==> config.mk <==
export PLATFORM = sky130hd
export DESIGN_NAME = ecg_beat_detector_unit
export DESIGN_NICKNAME = d
export VERILOG_FILES = /design/src/ecg_bd_pkg.sv /design/src/ecg_bd_ram.sv /design/src/ecg_bd_div.sv /design/src/ecg_bd_datapath.sv /design/src/ecg_bd_ctrl.sv /design/src/ecg_beat_detector_unit.sv
export VERILOG_INCLUDE_DIRS = /design/src /design/src/src
export SDC_FILE = /design/constraint.sdc
export NUM_CORES = 1
export LEC_CHECK = 0
export BUFFER_PORTS_ARGS = -buffer_cell sky130_fd_sc_hd__buf_4
export CORE_MARGIN = 1.5
export CORE_UTILIZATION = 35
export DETAILED_ROUTE_END_ITERATION = 7
export GPL_TIMING_DRIVEN = 0
export HOLD_SLACK_MARGIN = 0.05
export SLEW_MARGIN = 15
export SYNTH_ARGS = -nofsm -noshare
export SYNTH_HDL_FRONTEND = slang
export SYNTH_SLANG_ARGS = --single-unit
==> constraint.sdc <==
create_clock -name clk -period 6.5 [get_ports clk]
set_input_delay 0.325 -clock clk [delete_from_list [all_inputs] [get_ports clk]]
set_output_delay 0.325 -clock clk [all_outputs]
set_load 0.03 [all_outputs]
==> src/ecg_beat_detector_unit_assert.svh <==
// Assertion macros used by the file that checks this block.
`ifndef ECG_BEAT_DETECTOR_UNIT_ASSERT_SVH
`define ECG_BEAT_DETECTOR_UNIT_ASSERT_SVH

// The consequent must hold in the same cycle as the antecedent.
`define ECG_BD_ASSERT_SAME(label, ante, cons, msg) \
  label: assert property (@(posedge clk) disable iff (!rst_n) (ante) |-> (cons)) \
    else $error(msg);

// The consequent must hold in the cycle after the antecedent.
`define ECG_BD_ASSERT_NEXT(label, ante, cons, msg) \
  label: assert property (@(posedge clk) disable iff (!rst_n) (ante) |=> (cons)) \
    else $error(msg);

`endif

==> src/ecg_bd_pkg.sv <==
package ecg_bd_pkg;

  // Ring of recent samples.
  localparam int RING_DEPTH = 32;
  localparam int PTR_W      = (RING_DEPTH > 1) ? $clog2(RING_DEPTH) : 1;
  localparam int SMP_W      = 8;
  localparam int SUM_W      = SMP_W + PTR_W;

  // Mean by reciprocal multiplication, exact for every SUM_W-bit sum.
  localparam int AVG_SHIFT  = SUM_W + PTR_W;
  localparam int RECIP_W    = SUM_W + 1;
  localparam longint unsigned RECIP_L =
    ((64'd1 << AVG_SHIFT) + longint'(RING_DEPTH) - 1) / longint'(RING_DEPTH);
  localparam logic [RECIP_W-1:0] RECIP = RECIP_W'(RECIP_L);
  localparam int PROD_W     = SUM_W + RECIP_W;

  // Field widths.
  localparam int TIME_W     = 32;
  localparam int BPM_W      = 8;
  localparam int LEVEL_W    = 5;
  localparam int OFFSET_W   = 8;
  localparam int IN_DATA_W  = 40;
  localparam int OUT_DATA_W = 24;
  localparam int CFG_IDX_W  = 8;
  localparam int CFG_DATA_W = 8;

  // Register indexes.
  localparam logic [CFG_IDX_W-1:0] REG_THRESHOLD_OFFSET = 8'd0;
  localparam logic [CFG_IDX_W-1:0] REG_SOUND_ENABLED    = 8'd1;
  localparam logic [OFFSET_W-1:0]  OFFSET_RESET         = 8'd10;

  // BPM divider.
  localparam int DIV_W   = 16;
  localparam int DCNT_W  = $clog2(DIV_W);
  localparam logic [DIV_W-1:0] BPM_NUM = 16'd60000;
  localparam logic [BPM_W-1:0] BPM_MAX = 8'd255;

  // Heart level steps and idle thresholds.
  localparam logic [LEVEL_W-1:0] LEVEL_BEAT = 5'd20;
  localparam logic [LEVEL_W-1:0] LEVEL_HIGH = 5'd15;
  localparam logic [LEVEL_W-1:0] LEVEL_MID  = 5'd10;
  localparam logic [LEVEL_W-1:0] LEVEL_LOW  = 5'd5;
  localparam logic [7:0] IDLE_BUZZ_OFF = 8'd3;
  localparam logic [7:0] IDLE_HIGH     = 8'd5;
  localparam logic [7:0] IDLE_MID      = 8'd8;
  localparam logic [7:0] IDLE_MAX      = 8'd255;

  typedef enum logic [2:0] {
    S_IDLE,
    S_RING,
    S_MUL,
    S_DECIDE,
    S_BRANCH,
    S_DIV,
    S_OUT
  } ecg_bd_state_t;

  typedef struct packed {
    logic load_in;
    logic ring_upd;
    logic mul_ld;
    logic decide;
    logic div_start;
    logic commit;
  } ecg_bd_cmd_t;

  typedef struct packed {
    logic need_div;
    logic out_free;
  } ecg_bd_sts_t;

endpackage

==> src/ecg_bd_ram.sv <==
module ecg_bd_ram #(
  parameter int WIDTH = 8,
  parameter int DEPTH = 32
) (
  input  logic                                      clk,
  input  logic                                      we,
  input  logic [((DEPTH > 1) ? $clog2(DEPTH) : 1)-1:0] waddr,
  input  logic [WIDTH-1:0]                          wdata,
  input  logic [((DEPTH > 1) ? $clog2(DEPTH) : 1)-1:0] raddr,
  output logic [WIDTH-1:0]                          rdata
);

  logic [WIDTH-1:0] mem_r [DEPTH];

  always_ff @(posedge clk) begin
    if (we) begin
      mem_r[waddr] <= wdata;
    end
    rdata <= mem_r[raddr];
  end

endmodule

==> src/ecg_bd_div.sv <==
module ecg_bd_div
  import ecg_bd_pkg::*;
(
  input  logic             clk,
  input  logic             rst_n,
  input  logic             start,
  input  logic [DIV_W-1:0] den,
  output logic             busy,
  output logic             done,
  output logic [DIV_W-1:0] quo
);

  // Restoring division of the BPM constant, one quotient bit per cycle.
  logic              busy_r, busy_nxt;
  logic              done_r, done_nxt;
  logic [DCNT_W-1:0] cnt_r, cnt_nxt;
  logic [DIV_W:0]    rem_r;
  logic [DIV_W-1:0]  qr_r;
  logic [DIV_W-1:0]  den_r;
  logic [DIV_W:0]    trial;
  logic              fits;

  assign trial = {rem_r[DIV_W-1:0], qr_r[DIV_W-1]};
  assign fits  = trial >= {1'b0, den_r};

  always_comb begin
    busy_nxt = busy_r;
    done_nxt = 1'b0;
    cnt_nxt  = cnt_r;
    if (start) begin
      busy_nxt = 1'b1;
      cnt_nxt  = '0;
    end else if (busy_r) begin
      cnt_nxt = cnt_r + 1'b1;
      if (cnt_r == DCNT_W'(DIV_W - 1)) begin
        busy_nxt = 1'b0;
        done_nxt = 1'b1;
      end
    end
  end

  always_ff @(posedge clk) begin
    if (!rst_n) begin
      busy_r <= 1'b0;
      done_r <= 1'b0;
      cnt_r  <= '0;
    end else begin
      busy_r <= busy_nxt;
      done_r <= done_nxt;
      cnt_r  <= cnt_nxt;
    end
  end

  always_ff @(posedge clk) begin
    if (start) begin
      rem_r <= '0;
      qr_r  <= BPM_NUM;
      den_r <= den;
    end else if (busy_r) begin
      rem_r <= fits ? (trial - {1'b0, den_r}) : trial;
      qr_r  <= {qr_r[DIV_W-2:0], fits};
    end
  end

  assign busy = busy_r;
  assign done = done_r;
  assign quo  = qr_r;

endmodule

==> src/ecg_bd_datapath.sv <==
module ecg_bd_datapath
  import ecg_bd_pkg::*;
(
  input  logic                  clk,
  input  logic                  rst_n,
  input  logic [IN_DATA_W-1:0]  in_tdata,
  input  logic                  cfg_wr,
  input  logic [CFG_IDX_W-1:0]  cfg_index,
  input  logic [CFG_DATA_W-1:0] cfg_data,
  input  ecg_bd_cmd_t           cmd,
  output ecg_bd_sts_t           sts,
  output logic [DIV_W-1:0]      div_den,
  input  logic [DIV_W-1:0]      div_quo,
  output logic                  out_tvalid,
  input  logic                  out_tready,
  output logic [OUT_DATA_W-1:0] out_tdata,
  output logic                  out_tuser
);

  // Configuration.
  logic [OFFSET_W-1:0] offset_r;
  logic                sound_r;

  // Ring state.
  logic [PTR_W-1:0]      ptr_r, ptr_nxt;
  logic [SUM_W-1:0]      sum_r, sum_nxt;
  logic [RING_DEPTH-1:0] ring_valid_r;
  logic [SMP_W-1:0]      ram_rdata;
  logic [SMP_W-1:0]      old_smp;

  // Detector state.
  logic              armed_r, armed_nxt;
  logic [TIME_W-1:0] last_time_r, last_time_nxt;
  logic [7:0]        idle_r, idle_nxt;
  logic [BPM_W-1:0]  bpm_r, bpm_nxt;
  logic [LEVEL_W-1:0] level_r, level_nxt;
  logic              buzz_r, buzz_nxt;

  // Per-item working registers.
  logic [SMP_W-1:0]  smp_r;
  logic [TIME_W-1:0] time_r;
  logic [PROD_W-1:0] prod_r;
  logic [SMP_W-1:0]  avg_r;
  logic [TIME_W-1:0] delta_r;
  logic              beat_r;
  logic              below_r;

  logic [SMP_W-1:0]  avg_w;
  logic [SMP_W:0]    thr_w;
  logic              beat_w;
  logic              below_w;
  logic [BPM_W-1:0]  bpm_beat;

  // Output register.
  logic                  out_valid_r;
  logic [OUT_DATA_W-1:0] out_data_r;
  logic                  out_user_r;

  ecg_bd_ram #(
    .WIDTH(SMP_W),
    .DEPTH(RING_DEPTH)
  ) u_ring (
    .clk  (clk),
    .we   (cmd.ring_upd),
    .waddr(ptr_r),
    .wdata(smp_r),
    .raddr(ptr_r),
    .rdata(ram_rdata)
  );

  // Entries never written are masked by the valid bits so that they read as zero.
  assign old_smp = ring_valid_r[ptr_r] ? ram_rdata : '0;
  assign sum_nxt = sum_r - SUM_W'(old_smp) + SUM_W'(smp_r);
  assign ptr_nxt = (ptr_r == PTR_W'(RING_DEPTH - 1)) ? '0 : ptr_r + 1'b1;

  assign avg_w   = prod_r[AVG_SHIFT +: SMP_W];
  assign thr_w   = {1'b0, avg_w} + {1'b0, offset_r};
  assign beat_w  = armed_r && ({1'b0, smp_r} > thr_w);
  assign below_w = smp_r < avg_w;

  assign div_den = delta_r[DIV_W-1:0];
  assign sts.need_div = beat_r && (delta_r != '0) && (delta_r[TIME_W-1:DIV_W] == '0);
  assign sts.out_free = !out_valid_r || out_tready;

  always_comb begin
    if (delta_r == '0) begin
      bpm_beat = BPM_MAX;
    end else if (delta_r[TIME_W-1:DIV_W] != '0) begin
      bpm_beat = '0;
    end else if (div_quo[DIV_W-1:BPM_W] != '0) begin
      bpm_beat = BPM_MAX;
    end else begin
      bpm_beat = div_quo[BPM_W-1:0];
    end
  end

  always_comb begin
    armed_nxt     = armed_r;
    last_time_nxt = last_time_r;
    idle_nxt      = idle_r;
    bpm_nxt       = bpm_r;
    level_nxt     = level_r;
    buzz_nxt      = buzz_r;
    if (beat_r) begin
      bpm_nxt       = bpm_beat;
      level_nxt     = LEVEL_BEAT;
      buzz_nxt      = sound_r;
      last_time_nxt = time_r;
      idle_nxt      = '0;
      armed_nxt     = 1'b0;
    end else if (below_r) begin
      if (idle_r < IDLE_BUZZ_OFF) begin
        buzz_nxt = 1'b0;
      end else if (idle_r < IDLE_HIGH) begin
        level_nxt = LEVEL_HIGH;
      end else if (idle_r < IDLE_MID) begin
        level_nxt = LEVEL_MID;
      end else begin
        level_nxt = LEVEL_LOW;
      end
      armed_nxt = 1'b1;
      if (idle_r != IDLE_MAX) begin
        idle_nxt = idle_r + 1'b1;
      end
    end
  end

  always_ff @(posedge clk) begin
    if (!rst_n) begin
      offset_r     <= OFFSET_RESET;
      sound_r      <= 1'b0;
      ptr_r        <= '0;
      sum_r        <= '0;
      ring_valid_r <= '0;
      armed_r      <= 1'b1;
      last_time_r  <= '0;
      idle_r       <= '0;
      bpm_r        <= '0;
      level_r      <= '0;
      buzz_r       <= 1'b0;
      out_valid_r  <= 1'b0;
    end else begin
      if (cfg_wr) begin
        unique case (cfg_index)
          REG_THRESHOLD_OFFSET: offset_r <= cfg_data[OFFSET_W-1:0];
          REG_SOUND_ENABLED:    sound_r  <= cfg_data[0];
          default: ;
        endcase
      end
      if (cmd.ring_upd) begin
        ptr_r               <= ptr_nxt;
        sum_r               <= sum_nxt;
        ring_valid_r[ptr_r] <= 1'b1;
      end
      if (cmd.commit) begin
        armed_r     <= armed_nxt;
        last_time_r <= last_time_nxt;
        idle_r      <= idle_nxt;
        bpm_r       <= bpm_nxt;
        level_r     <= level_nxt;
        buzz_r      <= buzz_nxt;
        out_valid_r <= 1'b1;
      end else if (out_tready) begin
        out_valid_r <= 1'b0;
      end
    end
  end

  always_ff @(posedge clk) begin
    if (cmd.load_in) begin
      smp_r  <= in_tdata[SMP_W-1:0];
      time_r <= in_tdata[SMP_W +: TIME_W];
    end
    if (cmd.mul_ld) begin
      prod_r <= sum_r * RECIP;
    end
    if (cmd.decide) begin
      avg_r   <= avg_w;
      beat_r  <= beat_w;
      below_r <= below_w;
      delta_r <= time_r - last_time_r;
    end
    if (cmd.commit) begin
      out_user_r <= beat_r;
      out_data_r <= {2'b00, avg_r, buzz_nxt, level_nxt, bpm_nxt};
    end
  end

  assign out_tvalid = out_valid_r;
  assign out_tdata  = out_data_r;
  assign out_tuser  = out_user_r;

endmodule

==> src/ecg_bd_ctrl.sv <==
module ecg_bd_ctrl
  import ecg_bd_pkg::*;
(
  input  logic        clk,
  input  logic        rst_n,
  input  logic        in_tvalid,
  output logic        in_tready,
  input  ecg_bd_sts_t sts,
  input  logic        div_done,
  output ecg_bd_cmd_t cmd
);

  ecg_bd_state_t state_r, state_nxt;

  always_ff @(posedge clk) begin
    if (!rst_n) begin
      state_r <= S_IDLE;
    end else begin
      state_r <= state_nxt;
    end
  end

  always_comb begin
    state_nxt = state_r;
    in_tready = 1'b0;
    cmd       = '0;
    unique case (state_r)
      S_IDLE: begin
        in_tready = 1'b1;
        if (in_tvalid) begin
          cmd.load_in = 1'b1;
          state_nxt   = S_RING;
        end
      end
      S_RING: begin
        cmd.ring_upd = 1'b1;
        state_nxt    = S_MUL;
      end
      S_MUL: begin
        cmd.mul_ld = 1'b1;
        state_nxt  = S_DECIDE;
      end
      S_DECIDE: begin
        cmd.decide = 1'b1;
        state_nxt  = S_BRANCH;
      end
      S_BRANCH: begin
        if (sts.need_div) begin
          cmd.div_start = 1'b1;
          state_nxt     = S_DIV;
        end else begin
          state_nxt = S_OUT;
        end
      end
      S_DIV: begin
        if (div_done) begin
          state_nxt = S_OUT;
        end
      end
      S_OUT: begin
        if (sts.out_free) begin
          cmd.commit = 1'b1;
          state_nxt  = S_IDLE;
        end
      end
      default: state_nxt = S_IDLE;
    endcase
  end

endmodule

==> src/ecg_beat_detector_unit.sv <==
// Channel | Direction | Handshake               | Payload
// in      | input     | in_tvalid / in_tready   | in_tdata: sample, time_ms
// out     | output    | out_tvalid / out_tready | out_tdata: bpm, level, buzzer, average; tuser: beat
// cfg     | input     | cfg_valid / cfg_ready   | cfg_index, cfg_data
//
// A result beat is loaded after the ring update, mean, decision and branch states; a heartbeat
// whose interval is 1 to 65535 ms also waits on the serial BPM divider, which yields one quotient
// bit per cycle. A zero or longer interval needs no divide.
// The next input beat is taken in the cycle after the result is loaded into the output
// register; a result not yet taken stalls the block only when the next one is ready.
// Reset is synchronous and active low; never written ring entries read as zero.
module ecg_beat_detector_unit
  import ecg_bd_pkg::*;
(
  input  logic                  clk,
  input  logic                  rst_n,
  // Input stream.
  input  logic                  in_tvalid,
  output logic                  in_tready,
  input  logic [IN_DATA_W-1:0]  in_tdata,   // [7:0] sample, [39:8] time_ms
  // Result stream.
  output logic                  out_tvalid,
  input  logic                  out_tready,
  output logic [OUT_DATA_W-1:0] out_tdata,  // [7:0] bpm, [12:8] heart_level,
                                            // [13] buzzer_on, [21:14] average_level,
                                            // [23:22] zero
  output logic                  out_tuser,  // [0] beat
  // Configuration writes.
  input  logic                  cfg_valid,
  output logic                  cfg_ready,
  input  logic [CFG_IDX_W-1:0]  cfg_index,
  input  logic [CFG_DATA_W-1:0] cfg_data
);

  ecg_bd_cmd_t      cmd;
  ecg_bd_sts_t      sts;
  logic             div_busy;
  logic             div_done;
  logic [DIV_W-1:0] div_den;
  logic [DIV_W-1:0] div_quo;

  // Registers are plain flops, so a write is always taken.
  assign cfg_ready = 1'b1;

  // The controller steps one item through ring update, mean, decision,
  // optional divide and result commit.
  ecg_bd_ctrl u_ctrl (
    .clk      (clk),
    .rst_n    (rst_n),
    .in_tvalid(in_tvalid),
    .in_tready(in_tready),
    .sts      (sts),
    .div_done (div_done),
    .cmd      (cmd)
  );

  // The datapath holds the ring, the detector state and the output register.
  ecg_bd_datapath u_dp (
    .clk       (clk),
    .rst_n     (rst_n),
    .in_tdata  (in_tdata),
    .cfg_wr    (cfg_valid && cfg_ready),
    .cfg_index (cfg_index),
    .cfg_data  (cfg_data),
    .cmd       (cmd),
    .sts       (sts),
    .div_den   (div_den),
    .div_quo   (div_quo),
    .out_tvalid(out_tvalid),
    .out_tready(out_tready),
    .out_tdata (out_tdata),
    .out_tuser (out_tuser)
  );

  // BPM divider: 60000 over the beat interval when it fits in 16 bits.
  ecg_bd_div u_div (
    .clk  (clk),
    .rst_n(rst_n),
    .start(cmd.div_start),
    .den  (div_den),
    .busy (div_busy),
    .done (div_done),
    .quo  (div_quo)
  );

`include "ecg_beat_detector_unit_assert.svh"

  // Only one item is in flight: an accepted beat closes the input at once.
  `ECG_BD_ASSERT_NEXT(a_one_in_flight, in_tvalid && in_tready, !in_tready,
                      "input taken while busy")
  // A result is committed only into a free output register.
  `ECG_BD_ASSERT_SAME(a_commit_free, cmd.commit, sts.out_free, "result overwrote a pending beat")
  // The divider is started only when it is idle.
  `ECG_BD_ASSERT_SAME(a_div_idle, cmd.div_start, !div_busy, "divider restarted while busy")
  // A reported heartbeat always shows the top heart level.
  `ECG_BD_ASSERT_SAME(a_beat_level, out_tvalid && out_tuser,
                      out_tdata[12:8] == LEVEL_BEAT, "beat without top level")

endmodule

==> flow_results.org <==
** Outcome
- Status :: finished clean

** Synthesis
- Main combinational cell family by area after synthesis :: compound AO/OA/AOI/OAI gates
- The number of different library cells used by synthesis comes to 75.
- The average instance in the mapped netlist occupies approximately 13 µm².
- After synthesis, the share of flip-flops with an asynchronous set or reset is 0.
- Count of warnings emitted by yosys :: 0
- Syn Inst Count :: around 1900
- The most used flip-flop cell after synthesis is sky130_fd_sc_hd__edfxtp_1.
- Portion of the post-synthesis area used by sequential elements :: 0.6084
- Synth Area in Compound Gates :: 0.1061
- Flip-flop and latch count after synthesis :: roughly 550
- Of the total synthesized cell area, the portion taken by AND, OR, NAND and NOR gates is 0.09492.
- Measured against the total synthesized area, the mux share comes to 0.08000.
- Cell area after technology mapping :: 24400 µm²
- Yosys mapped a number of flops with a built-in enable equal to approximately 390.
- Of the total synthesized cell area, the portion taken by XOR and XNOR cells is 0.02190.
- Adder and majority cell fraction of the synthesized area :: 0.05569

** Routing
- The detail route stage leaves a number of antenna-violating nets equal to 0.
- Total number of vias :: 15500
- Routed len/inst :: 18.72 µm
- After detailed routing, the met2 layer carries 26.04 mm of wire.
- The first routing iteration left 1263 violations.
- Number of search-and-repair iterations in the first detailed-routing pass :: 5
- After detailed routing, no signal wire sits above met5.
- After detailed routing, the number of remaining DRC violations is 0.
- Dividing the detail-routed via count by the number of cells gives between 5 and 6.
- After detailed routing, the total wire length is between 50 and 60 mm.
- WL met1 :: ~26 mm
- Detailed routing placed a total of 3.433 mm of wire on met3.

** Layout
- Area used by sequential logic in the layout :: 14840 µm²
- Layout cells sized above 1 :: 0.1521
- The area growth from synthesis to layout is 17.91%.
- At the end of the flow, the number of nets in the layout was 2233.
- Final core occ :: 0.4180
- The multi-input combinational cells in the finished layout cover a total of 8787 µm².
- Layout fillers :: 6313
- The repair_antennas step left the layout with diodes totalling 0.

** Worst setup path
- The slowest stage of the critical path belongs to the cell sky130_fd_sc_hd__mux4_2.
- Along the worst path, the maximum fanout reaches 10.
- Peak per-stage delay on the critical path :: 0.56 ns
- At the worst endpoint, the arrival time is approximately 5.5 ns.
- Setup crit start kind :: flop
- For the worst setup path, the data required time is between 7 and 8 ns.
- STA classifies the critical path endpoint as a flop.
- Cell Chain, Critical Path :: clkbuf_1, buf_2, mux4_2, a22oi_1, nand4_1, and2_1, fa_1, inv_1, ha_1, a21o_1, a21o_1, a2111oi_4, nor3_1, o31ai_1, xor2_1, o21ai_1, and2_1
- Counting cells, the worst reg-to-reg path comes to 17.
- Type of the worst setup path :: flop to flop

** Timing
- Rel. slew slack :: 0.2621
- In the finished design, the share of the clock period the worst path needs comes to 0.7692.
- Number of setup violations in the final report :: 0
- Post-route setup TNS :: 0 ns
- Final Slew Violations :: 0
- Setup repair after global routing missed its margin :: false
- Fin crit period :: approximately 5.0 ns
- The count of final hold-check violations was 0.
- Worst setup skew after layout :: 0.04040 ns
- Pin slew with the least headroom to its limit :: 1.104 ns
- Timing would allow up to 0.2000 GHz.

** Clocking
- After clock tree synthesis, the repair step resized 0 gates.
- No sink is reached through more buffers than the 3 on the longest clock path.
- Count of buffers added by post-CTS timing repair for setup :: 0
- Clock tree root buffer cell :: sky130_fd_sc_hd__clkbuf_16
- TritonCTS built the clock tree.
- For this design, the sink count on the clock tree is 549.
- Worst-Skew Late Latency :: 0.63 ns
- Clock buffers created by TritonCTS :: 57
- In this run the number of H-tree levels came out at 2.
- After clock tree synthesis, the clock-pin slew on the worst setup and hold paths is ~0.060 ns.

** Die
- Die Footprint :: 71300 µm²
- FP Rows :: 96
- After floorplanning, the core was sized to cover 68830 µm².
- For this configuration, the core starts out at a cell density of 0.3545.
- The floorplan step set the die height to around 270 µm.
- Die width :: 267.0 µm
- I/O pin count :: 89

** Place
- Routability-driven placement finished with a final weighted congestion of about 0.92.
- Placed wire-length estimate after detailed placement :: between 40 and 50 mm
- IO Port Bufs :: 84

** Global route
- Pin count of the biggest net entering global routing :: 35
- Summed over all layers, the global routing overflow is 0.
- The number of antenna violations at the first check in global routing came to 1.
- The first global-routing pass estimated 87.97 mm of wire.
- The number of global-route vias before repair is about 15000.
- In the global route stage, overall resource usage came out at 0.1607.

** Power
- Power density over cell area :: 287.8 nW/µm²
- Logic pwr share :: 0.143
- Of the total power, the share spent switching nets is 0.2537.
- Across the VDD grid, the largest voltage drop is 0.0002397 V.
- In this run the static leakage power is 10.02 nW.
- Clock share of power :: 0.378
- For this design the total switching power over the nets is 2.100 mW.
- Internal power comes to between 6 and 7 mW.
- The share of total power dissipated in sequential elements is 0.479.

** Worst hold path
- Worst hold path depth :: 3
- Hold crit path type :: input port to flop

** Job
- Max-capacitance violation count :: 0
## flip-flops by register name (all words and copies together), names as in the netlist, 13 cells and up
| name | flops |
|---|---|
| u_div.den_r | 16 |
| u_div.quo | 16 |
| u_div.rem_r | 16 |
| u_dp.delta_r | 32 |
| u_dp.last_time_r | 32 |
| u_dp.out_tdata | 22 |
| u_dp.ring_valid_r | 32 |
| u_dp.sum_r | 13 |
| u_dp.time_r | 32 |
| u_dp.u_ring.mem_r | 256 |
## worst paths after layout
kind                       from            endpoint  slack (ns)
hold reg to reg   u_dp.avg_r[3]  u_dp.out_tdata[17]        0.42
hold / removal        in_tvalid   u_ctrl.state_r[0]        0.13
setup reg to reg  u_dp.ptr_r[0]      u_dp.sum_r[11]        1.50
setup / recovery  u_dp.ptr_r[0]      u_dp.sum_r[11]        1.50
## kinds of logic (layout without fill, tap and decap cells)
group                      Yosys count  in the layout
DFF                                549            549
AOI/OAI and AO/OA                  372            372
xor gates and xnor gates            61             61
other                                2              3
and+or+nand+nor                    480            480
buffers and inverters              194            445
muxes                              105            105
adders and majority gates          102            102
## metal layers
metal	global-route usage	vias to the layer above
met5	0	-
met4	0.05021	2
met3	0.02971	103
met2	0.2571	434
met1	0.2211	7638
li1	-	7323
## worst max-delay path, delay by kind of cell (launching register included)
family,cells,cell delay [ns]
compound gates,6,1.46
xor+xnor,1,0.18
fa+ha+maj,2,0.78
buf+inv,3,0.66
flops,1,0.38
mux,1,0.56
simple gates,4,0.89
## through the flow
stage | cell area (µm²) | setup slack (ns) | hold slack [ns] | total power [mW] | instances
global route | 28770 | 1.240 | 0.1069 | 8.636 | 3048
global placement | 26200 | 1.528 | 0.4070 | 5.152 | 2881
CTS | 28770 | 1.495 | 0.08811 | 8.363 | 3048
detailed placement | 26480 | 1.506 | 0.4062 | 5.199 | 2894
floorplan | 24400 | 2.225 | 0.4003 | 4.859 | 1866
finish | 28770 | 1.500 | 0.1324 | 8.279 | 3048
## power groups by stage
stage                     combinational (mW)  sequential (mW)  clock (mW)
after global placement                  1.09             4.07           0
after global routing                    1.32             3.97        3.34
after CTS                               1.19             3.96        3.21
final                                   1.19             3.96        3.13
after floorplan                        0.849             4.01           0
after detailed placement                1.16             4.04           0
## cell usage in the layout, fill, tap and decap left out, types with 11 or more instances in the layout
| master | n |
|---|---|
| sky130_fd_sc_hd__clkbuf_16 | 57 |
| sky130_fd_sc_hd__nor3_1 | 27 |
| sky130_fd_sc_hd__nor4_1 | 19 |
| sky130_fd_sc_hd__edfxtp_1 | 385 |
| sky130_fd_sc_hd__nor2_1 | 117 |
| sky130_fd_sc_hd__and2_1 | 20 |
| sky130_fd_sc_hd__a21boi_0 | 48 |
| sky130_fd_sc_hd__xor2_1 | 31 |
| sky130_fd_sc_hd__or3_1 | 11 |
| sky130_fd_sc_hd__ha_1 | 91 |
| sky130_fd_sc_hd__nor2b_1 | 24 |
| sky130_fd_sc_hd__nand2_1 | 160 |
| sky130_fd_sc_hd__dfxtp_1 | 164 |
| sky130_fd_sc_hd__fa_1 | 11 |
| sky130_fd_sc_hd__nand4_1 | 22 |
| sky130_fd_sc_hd__buf_2 | 18 |
| sky130_fd_sc_hd__o21a_1 | 53 |
| sky130_fd_sc_hd__inv_1 | 112 |
| sky130_fd_sc_hd__buf_4 | 90 |
| sky130_fd_sc_hd__dlygate4sd3_1 | 48 |
| sky130_fd_sc_hd__o21ai_0 | 56 |
| sky130_fd_sc_hd__mux4_2 | 72 |
| sky130_fd_sc_hd__a22oi_1 | 38 |
| sky130_fd_sc_hd__clkbuf_1 | 66 |
| sky130_fd_sc_hd__a21o_1 | 31 |
| sky130_fd_sc_hd__xnor2_1 | 30 |
| sky130_fd_sc_hd__mux2i_1 | 33 |
| sky130_fd_sc_hd__nand3_1 | 23 |
| sky130_fd_sc_hd__a21oi_1 | 71 |
| sky130_fd_sc_hd__nand2b_1 | 11 |
## Yosys cell counts, types with 8 or more instances
cell type                    n  area (µm²)
sky130_fd_sc_hd__a22oi_1    38       285.3
sky130_fd_sc_hd__buf_2      18       90.09
sky130_fd_sc_hd__fa_1       11       220.2
sky130_fd_sc_hd__nand2b_1   11       68.82
sky130_fd_sc_hd__a211oi_1   10       75.07
sky130_fd_sc_hd__nor2b_1    24       150.1
sky130_fd_sc_hd__nor4_1     19       118.9
sky130_fd_sc_hd__a21boi_0   48       360.4
sky130_fd_sc_hd__a21oi_1    71       355.3
sky130_fd_sc_hd__and2_1     21       131.4
sky130_fd_sc_hd__o21a_1     53       397.9
sky130_fd_sc_hd__dfxtp_1   164        3283
sky130_fd_sc_hd__or3_1      11       68.82
sky130_fd_sc_hd__nand3_1    23       115.1
sky130_fd_sc_hd__nand2_1   160       600.6
sky130_fd_sc_hd__o221a_2     8       90.09
sky130_fd_sc_hd__a21o_1     31       232.7
sky130_fd_sc_hd__edfxtp_1  385       11560
sky130_fd_sc_hd__nor2_1    117       439.2
sky130_fd_sc_hd__mux2i_1    33       330.3
sky130_fd_sc_hd__nand4_1    22       137.6
sky130_fd_sc_hd__xnor2_1    30       262.8
sky130_fd_sc_hd__nor3_1     28       140.1
sky130_fd_sc_hd__o21ai_0    56       280.3
sky130_fd_sc_hd__inv_1     112       420.4
sky130_fd_sc_hd__ha_1       91        1139
sky130_fd_sc_hd__clkbuf_1   49       183.9
sky130_fd_sc_hd__mux4_2     72        1622
sky130_fd_sc_hd__xor2_1     31       271.5
## final cells by class
class                      instances  area share
sequential                       549      0.5160
timing repair buffer             145     0.04741
buffer                            81     0.01300
tap                              931     0.04049
multi-input combinational       1123      0.3055
inverter                         113     0.01474
clock inverter                    26    0.008220
clock buffer                      80     0.05467
## timing repair
item | CTS | global route
endpoints found under the setup margin | 0 | 0
hold buffers | 48 | 0
hold endpoints to repair | 49 | 0
Power figures use the tool's default switching activity.
